**config.mk**
```make
export PLATFORM = sky130hd
export DESIGN_NAME = hse_cell
export DESIGN_NICKNAME = d
export VERILOG_FILES = /design/src/design/hse_pkg.sv /design/src/design/hse_cell.sv
export SDC_FILE = /design/constraint.sdc
export NUM_CORES = 1
export LEC_CHECK = 0
export ABC_AREA = 1
export BUFFER_PORTS_ARGS = -buffer_cell sky130_fd_sc_hd__buf_4
export CAP_MARGIN = 5
export CORE_UTILIZATION = 35
export CTS_CLUSTER_DIAMETER = 40
export DETAILED_ROUTE_END_ITERATION = 8
export SLEW_MARGIN = 20
export SYNTH_ARGS = -nofsm -noshare
export SYNTH_HDL_FRONTEND = slang
export SYNTH_SLANG_ARGS = --single-unit
```
**constraint.sdc**
```tcl
create_clock -name clk -period 3.49 [get_ports clk]
set_input_delay 0.349 -clock clk [delete_from_list [all_inputs] [get_ports clk]]
set_output_delay 0.349 -clock clk [all_outputs]
set_load 0.005 [all_outputs]
```
**src/design/hse_pkg.sv**
```systemverilog
// shared types and constants of the heap sort engine
// no dependencies; used by hse_cell and heap_sort_engine_unit
`default_nettype none

package hse_pkg;

	// data width of one element
	localparam int DATA_W = 32;

	// default number of cells in the chain
	localparam int DEPTH_DEF = 64;

	// one element handed from cell to cell
	typedef struct packed {
		logic              vld;
		logic [DATA_W-1:0] data;
	} slot_t;

endpackage

`default_nettype wire

```
**src/design/hse_cell.sv**
```systemverilog
// one cell of the sorting chain: holds one element, keeps the smaller of held and arriving
// values, passes the larger one on, takes the next cell's element on a shift; depends on hse_pkg
`default_nettype none

module hse_cell (
	input  wire logic           clk,
	input  wire logic           arst_n,
	input  wire logic           shift_en,
	input  wire hse_pkg::slot_t ins_in,
	output hse_pkg::slot_t      ins_out,
	input  wire hse_pkg::slot_t nxt_in,
	output hse_pkg::slot_t      cur_out
);

	logic                       vld_q;
	logic [hse_pkg::DATA_W-1:0] data_q;
	logic                       pass_vld_q;
	logic [hse_pkg::DATA_W-1:0] pass_data_q;

	logic                       vld_d;
	logic [hse_pkg::DATA_W-1:0] data_d;
	hse_pkg::slot_t             pass_d;

	// insert or shift decision
	always_comb begin
		vld_d       = vld_q;
		data_d      = data_q;
		pass_d.vld  = 1'b0;
		pass_d.data = ins_in.data;
		if (shift_en) begin
			vld_d  = nxt_in.vld;
			data_d = nxt_in.data;
		end else if (ins_in.vld) begin
			if (!vld_q) begin
				vld_d  = 1'b1;
				data_d = ins_in.data;
			end else if ($signed(ins_in.data) < $signed(data_q)) begin
				data_d      = ins_in.data;
				pass_d.vld  = 1'b1;
				pass_d.data = data_q;
			end else begin
				pass_d.vld  = 1'b1;
				pass_d.data = ins_in.data;
			end
		end
	end

	// control state
	always_ff @(posedge clk or negedge arst_n) begin
		if (!arst_n) begin
			vld_q      <= 1'b0;
			pass_vld_q <= 1'b0;
		end else begin
			vld_q      <= vld_d;
			pass_vld_q <= pass_d.vld;
		end
	end

	// payload
	always_ff @(posedge clk) begin
		data_q      <= data_d;
		pass_data_q <= pass_d.data;
	end

	assign ins_out.vld  = pass_vld_q;
	assign ins_out.data = pass_data_q;
	assign cur_out.vld  = vld_q;
	assign cur_out.data = data_q;

endmodule

`default_nettype wire

```
==> results.json, run 1 <==
{
  "via_per_inst": 4.60,
  "grt_pass1_wl_um": 14700,
  "antenna_found_initial": 0,
  "worst_pin_slew_ns": 0.802,
  "cts_sinks": 66,
  "startpoint_type": "register",
  "grt_setup_unrepaired": "false",
  "hp-class": "input pin to register",
  "die-height_um": 102,
  "syn_area_um2": 3470,
  "layout_common_cells": "nand2_1, buf_4, inv_1",
  "first_global_vias": 3043,
  "drc": 0,
  "crit_chain": "inv_1 > ha_1 > nand2_1 > inv_1 > nand3_1 > inv_1 > a21oi_1 > nand2_1 > nand2_1 > nand2_1 > nand2_2 > buf_4 > nand3_4 > nand2_1 > nand2_1",
  "drive_gt1_share_pct": 28.1,
  "place_area_um2": 4580,
  "whs_ns": 0.210,
  "cp_num_buf_inv": 4,
  "numCtsBuffers": 9,
  "diodes": 0,
  "start_util_pct": 36.9,
  "firstDrtPassIters": 4,
  "slowest_stage": "edfxtp_1",
  "arrival_ns": 2.90,
  "grt_max_degree": 39,
  "clock_latency_ns": 0.34,
  "setup_tns_ns": 0,
  "cp_top_family": "simple AND/OR/NAND/NOR gates",
  "fin_skew_ns": 0.0109,
  "wire_per_inst_um": 13.5,
  "hold_viol": 0,
  "crit_type": "register to register",
  "cts_root_buf": "clkbuf_8",
  "cpPeakStageDelay_ns": 0.43,
  "p_leak_nw": 2.58,
  "synth_top_area_cell": "edfxtp_1",
  "path_max_fanout": 32,
  "synth_top_area_share_pct": 27.7,
  "status": "completed",
  "path_clk_slew_ns": 0.08,
  "syn_nets": 528,
  "synth_cell_types": 22,
  "htree_num_levels": 3,
  "yosys-top-cells-area": "edfxtp_1, nand2_1, dfxtp_1, ha_1, nand4_1",
  "syn2layout_area_growth_pct": 38.9,
  "powerDensity_nw_per_um2": 485,
  "maxCapViolCount": 0,
  "routed_wl_um": 9310,
  "post_cts_buffers": 0,
  "reg2reg_slack_ns": 0.82,
  "antenna_left": 0,
  "pin_count": 135,
  "dpl.hpwl_um": 6660,
  "mostFrequentLayoutCell": "nand2_1",
  "nNetsFinal": 658,
  "fin_crit_ns": 2.67,
  "clockBufferDepth": 2,
  "grt_use_total_pct": 18.8,
  "final_util_pct": 51.2,
  "synth_seq_cells": 66,
  "die_area_um2": 10300,
  "cts_tree": "done",
  "dr_total_vias": 3181,
  "maxSlewViolCount": 0,
  "core_area_um2": 9420,
  "stdcell_area_um2": 4820,
  "grt_overflow": 0,
  "synth.avg_cell_area_um2": 8.11,
  "port-buffer-count": 134,
  "slew_headroom_pct": 46.4,
  "rows": 35,
  "die_w_um": 102,
  "required_ns": 3.72,
  "peakVddDrop_mv": 0.212,
  "gp_congestion": 0.748,
  "max_freq_mhz": 374,
  "drt_iter0_drc": 124,
  "finalCritPeriodShare_pct": 76.5,
  "crit_path_frequent_cell": "nand2_1",
  "end_kind": "register",
  "yosys_warnings": 0,
  "ys_seq_area_share_pct": 47.6,
  "synth_cells": 428,
  "setup_viol": 0
}
where the power goes:
group          switching, mW  internal (mW)
clock                  0.294          0.474
sequential            0.0593          0.927
combinational          0.307          0.276
path summary, 6_finish.rpt:
path	startpoint	endpoint	cells past startpoint
setup / recovery	data_q[15]$_DFFE_PP_	pass_data_q[21]$_DFF_P_	15
min in group asynchronous	arst_n	pass_vld_q$_DFF_PN0_	2
setup reg to reg	data_q[15]$_DFFE_PP_	pass_data_q[21]$_DFF_P_	15
hold reg to reg	data_q[3]$_DFFE_PP_	pass_data_q[3]$_DFF_P_	2
hold / removal	ins_in[0]	pass_data_q[0]$_DFF_P_	3
max in group asynchronous	arst_n	vld_q$_DFFE_PN0P_	2
worst register-to-register path: cells and delay by family, from the launching register on:
kind / cells / cell delay (ns)
adder cells (fa/ha/maj): 1 / 0.23
AND/OR/NAND/NOR: 9 / 1.16
flip-flops: 1 / 0.43
AO/OA/AOI/OAI: 1 / 0.22
buffers and inverters: 4 / 0.52
area by class of cell:
type                    instances  area [um2]
inverters                      46         173
clock inverters                 5         103
fillers                       923        4590
well taps                     129         161
flip-flops and latches         66        1650
clock buffers                  11         131
multi-input cells             295        1540
repair buffers                140        1070
synth_stat cells:
| master | n |
|---|---|
| nand3_1 | 2 |
| inv_1 | 46 |
| buf_4 | 2 |
| clkbuf_1 | 10 |
| o21a_1 | 1 |
| a21oi_2 | 1 |
| buf_6 | 3 |
| ha_1 | 31 |
| nand4_1 | 32 |
| dfrtp_1 | 2 |
| nand3_4 | 1 |
| nor3_2 | 1 |
| nor2_1 | 9 |
| nand3_2 | 1 |
| nand2_1 | 190 |
| buf_2 | 6 |
| dfxtp_1 | 32 |
| o21ai_0 | 9 |
| edfxtp_1 | 32 |
| a21oi_1 | 14 |
| nor3_1 | 2 |
| nand2_2 | 1 |
metrics by stage:
stage / power, mW / setup WS [ns] / instances
floorplan: 1.28 / 0.915 / 428
global placement: 1.58 / 0.807 / 675
detailed placement: 1.59 / 0.731 / 675
CTS: 2.36 / 0.790 / 692
global route: 2.48 / 0.510 / 692
finish: 2.34 / 0.819 / 692
routing by layer:
layer	track usage, %	wire length [um]	vias to the layer above
met2	32.7	4570	90
met5	0	0	-
li1	-	-	1647
met3	4.76	533	11
met1	22.9	4100	1433
met4	5.24	112	0
registers in the layout, summed over array words and instances (netlist names):
register     count
vld_q            1
pass_data_q     32
pass_vld_q       1
data_q          32
kinds of logic after synthesis:
logic type	share of synthesized area, %
AOI/OAI and AO/OA	3.79
and+or+nand+nor	29.1
DFF	47.6
adders and majority gates	11.2
buffers and inverters	8.33
timing repair:
action,4_1_cts,5_1_grt
hold buffers,1,0
gates resized for setup,0,0
hold endpoints to repair,2,0
Power figures use the tool's default switching activity.
==> run 2, diff against run 1 <==
Settings changed: ABC_AREA 1 to 0.
Clock period 3.49 ns to 2.8 ns, I/O delays scaled along.
==> results.json, run 2 <==
{
  "via_per_inst": 5.41,
  "synth_ff_type": "edfxtp_1",
  "p_leak_nw": 2.77,
  "min-delay-start": "nxt_in[32]",
  "drc": 0,
  "cts_sinks": 66,
  "nFillCells": 1227,
  "max_freq_mhz": 353,
  "core_area_um2": 13200,
  "cpPeakStageDelay_ns": 0.41,
  "synth_top_area_share_pct": 20.4,
  "syn_nets": 616,
  "sequentialPowerShare_pct": 35.1,
  "grt_pass1_wl_um": 21300,
  "grt_overflow": 0,
  "reg2reg_slack_ns": -0.03,
  "r2r-end": "data_q[9]$_DFFE_PP_",
  "clock_latency_ns": 0.35,
  "antenna_found_initial": 0,
  "synth.avg_cell_area_um2": 9.14,
  "numCtsBuffers": 9,
  "top_regs": "data_q (32), pass_data_q (32)",
  "startpoint_type": "register",
  "grt_max_degree": 68,
  "wire_per_inst_um": 16.7,
  "maxCapViolCount": 0,
  "r2r_start": "data_q[2]$_DFFE_PP_",
  "holdPathStages": 3,
  "syn2layout_area_growth_pct": 34.9,
  "gp_congestion": 0.742,
  "layout_common_cells": "buf_4, nand2_1, a21oi_1",
  "hold_viol": 0,
  "cts_tree": "done",
  "synth_edf_count": 32,
  "yosys-top-cells-area": "edfxtp_1, dfxtp_1, ha_1, mux2_2, a311oi_2",
  "end_kind": "register",
  "peakVddDrop_mv": 0.289,
  "syn_area_um2": 4710,
  "final_util_pct": 48.2,
  "synth_top_area_cell": "edfxtp_1",
  "p_clk_share_pct": 30.7,
  "diodes": 0,
  "synth_seq_cells": 66,
  "dr_total_vias": 4423,
  "violations": "negative setup slack",
  "status": "finished with violations",
  "synth_cell_types": 38,
  "nNetsFinal": 737,
  "first_global_vias": 4270,
  "firstDrtPassIters": 6,
  "slew_headroom_pct": 59.6,
  "arrival_ns": 2.89,
  "start_util_pct": 35.7,
  "htree_num_levels": 3,
  "fin_crit_ns": 2.83,
  "grt_setup_unrepaired": "true",
  "port-buffer-count": 134,
  "setup_viol": 28,
  "drive_gt1_share_pct": 35.7,
  "worst_pin_slew_ns": 0.606,
  "power_switching_mw": 1.12,
  "antenna_left": 0,
  "p_sw_share_pct": 31.4,
  "drt_iter0_drc": 329,
  "clockBufferDepth": 2,
  "mostFrequentLayoutCell": "buf_4",
  "fin_ws_ns": -0.0322,
  "die_area_um2": 13900,
  "path_clk_slew_ns": 0.06,
  "slowest_stage": "edfxtp_1",
  "intPower_mw": 2.44,
  "synth_cells": 516,
  "routed_wl_um": 13600,
  "maxSlewViolCount": 0,
  "grt_use_total_pct": 19.4,
  "fin_skew_ns": 0.00711,
  "crit_type": "register to register",
  "synth_commonest_cells": "nand2_1, a21oi_1",
  "rows": 42,
  "path_max_fanout": 8,
  "power_mw": 3.56,
  "required_ns": 2.86,
  "pin_count": 135,
  "die_w_um": 118,
  "die-height_um": 118,
  "yosysMostFrequentCell": "nand2_1",
  "hp-class": "input pin to register",
  "cts_root_buf": "clkbuf_16",
  "crit_chain": "inv_2 > ha_4 > a211o_1 > a31oi_1 > o311a_1 > nor3_4 > o31ai_4 > a211oi_4 > a311oi_4 > buf_12 > clkbuf_16",
  "ff2ff_path_depth": 11,
  "ys_async_sr_fraction_pct": 3.03,
  "ys_seq_area_share_pct": 35.0,
  "yosys_warnings": 0,
  "dpl.hpwl_um": 9440,
  "combPwrFrac_pct": 34.1,
  "min_to": "vld_q$_DFFE_PN0P_",
  "finalCritPeriodShare_pct": 101,
  "powerDensity_nw_per_um2": 560
}
[run 2: worst max path at each step]
stage                              startpoint                   end  slack (ns)  cells after the start
after floorplan           data_q[2]$_DFFE_PP_   data_q[0]$_DFFE_PP_       -0.37                     10
final                     data_q[2]$_DFFE_PP_   data_q[9]$_DFFE_PP_       -0.03                     11
after detailed placement  data_q[2]$_DFFE_PP_  data_q[24]$_DFFE_PP_        0.03                     10
after global routing      data_q[2]$_DFFE_PP_   data_q[9]$_DFFE_PP_       -0.14                     11
after CTS                 data_q[2]$_DFFE_PP_  data_q[12]$_DFFE_PP_       0.003                     10
after global placement              ins_in[2]  data_q[24]$_DFFE_PP_        0.13                     10
[run 2: worst max-delay path: cells and delay by family (launching register included)]
kind            cells  cell delay [ns]
compound gates      6             1.44
buf+inv             3             0.43
flops               1             0.41
fa+ha+maj           1             0.20
simple gates        1             0.06
[run 2: timing repair]
item                                    CTS  global route
resized for setup                         0             6
endpoints found under the setup margin    0            50
buffers inserted                          0             3
hold buffers                              1             0
hold endpoints to repair                  2             0
[run 2: logic make-up (layout without fill, tap and decap cells)]
| family | Yosys count | in the layout | share of synthesized area (%) |
|---|---|---|---|
| compound gates | 120 | 120 | 20.1 |
| fa+ha+maj | 31 | 31 | 8.23 |
| buf+inv | 79 | 204 | 7.14 |
| flops | 66 | 66 | 35.0 |
| mux | 33 | 33 | 7.88 |
| simple gates | 187 | 187 | 21.7 |
[run 2: area by class of cell]
class                           count  area, um2  share of cell area (%)
Multi-Input combinational cell    371       2800                    44.1
Clock buffer                       11        233                    3.66
Tap cell                          176        220                    3.46
Clock inverter                      4       43.8                   0.689
Sequential cell                    66       1650                    26.0
Timing Repair Buffer              157       1290                    20.2
Inverter                           32        120                    1.89
[run 2: power groups by stage]
stage | Clock, mW | Sequential, mW | Combinational [mW]
floorplan | 0 | 1.27 | 0.654
global placement | 0 | 1.27 | 1.14
detailed placement | 0 | 1.27 | 1.17
CTS | 1.12 | 1.25 | 1.18
global route | 1.16 | 1.27 | 1.33
finish | 1.09 | 1.25 | 1.22
[run 2: routing by layer]
layer,global-route usage [%],wire [um]
met5,0,0
met3,4.46,702
met4,8.89,257
met2,31.5,6760
met1,24.2,5890
[run 2: through the flow]
step / instance area, um2 / TNS [ns] / worst slack (ns) / instances / hold WS (ns)
finish: 6360 / -0.497 / -0.0322 / 817 / 0.142
global route: 6360 / -3.96 / -0.137 / 817 / 0.139
CTS: 6240 / 0 / 0.00261 / 812 / 0.131
detailed placement: 5950 / 0 / 0.0279 / 796 / 0.0658
global placement: 5950 / 0 / 0.131 / 796 / 0.0635
floorplan: 4750 / -11.81 / -0.369 / 516 / -0.0156
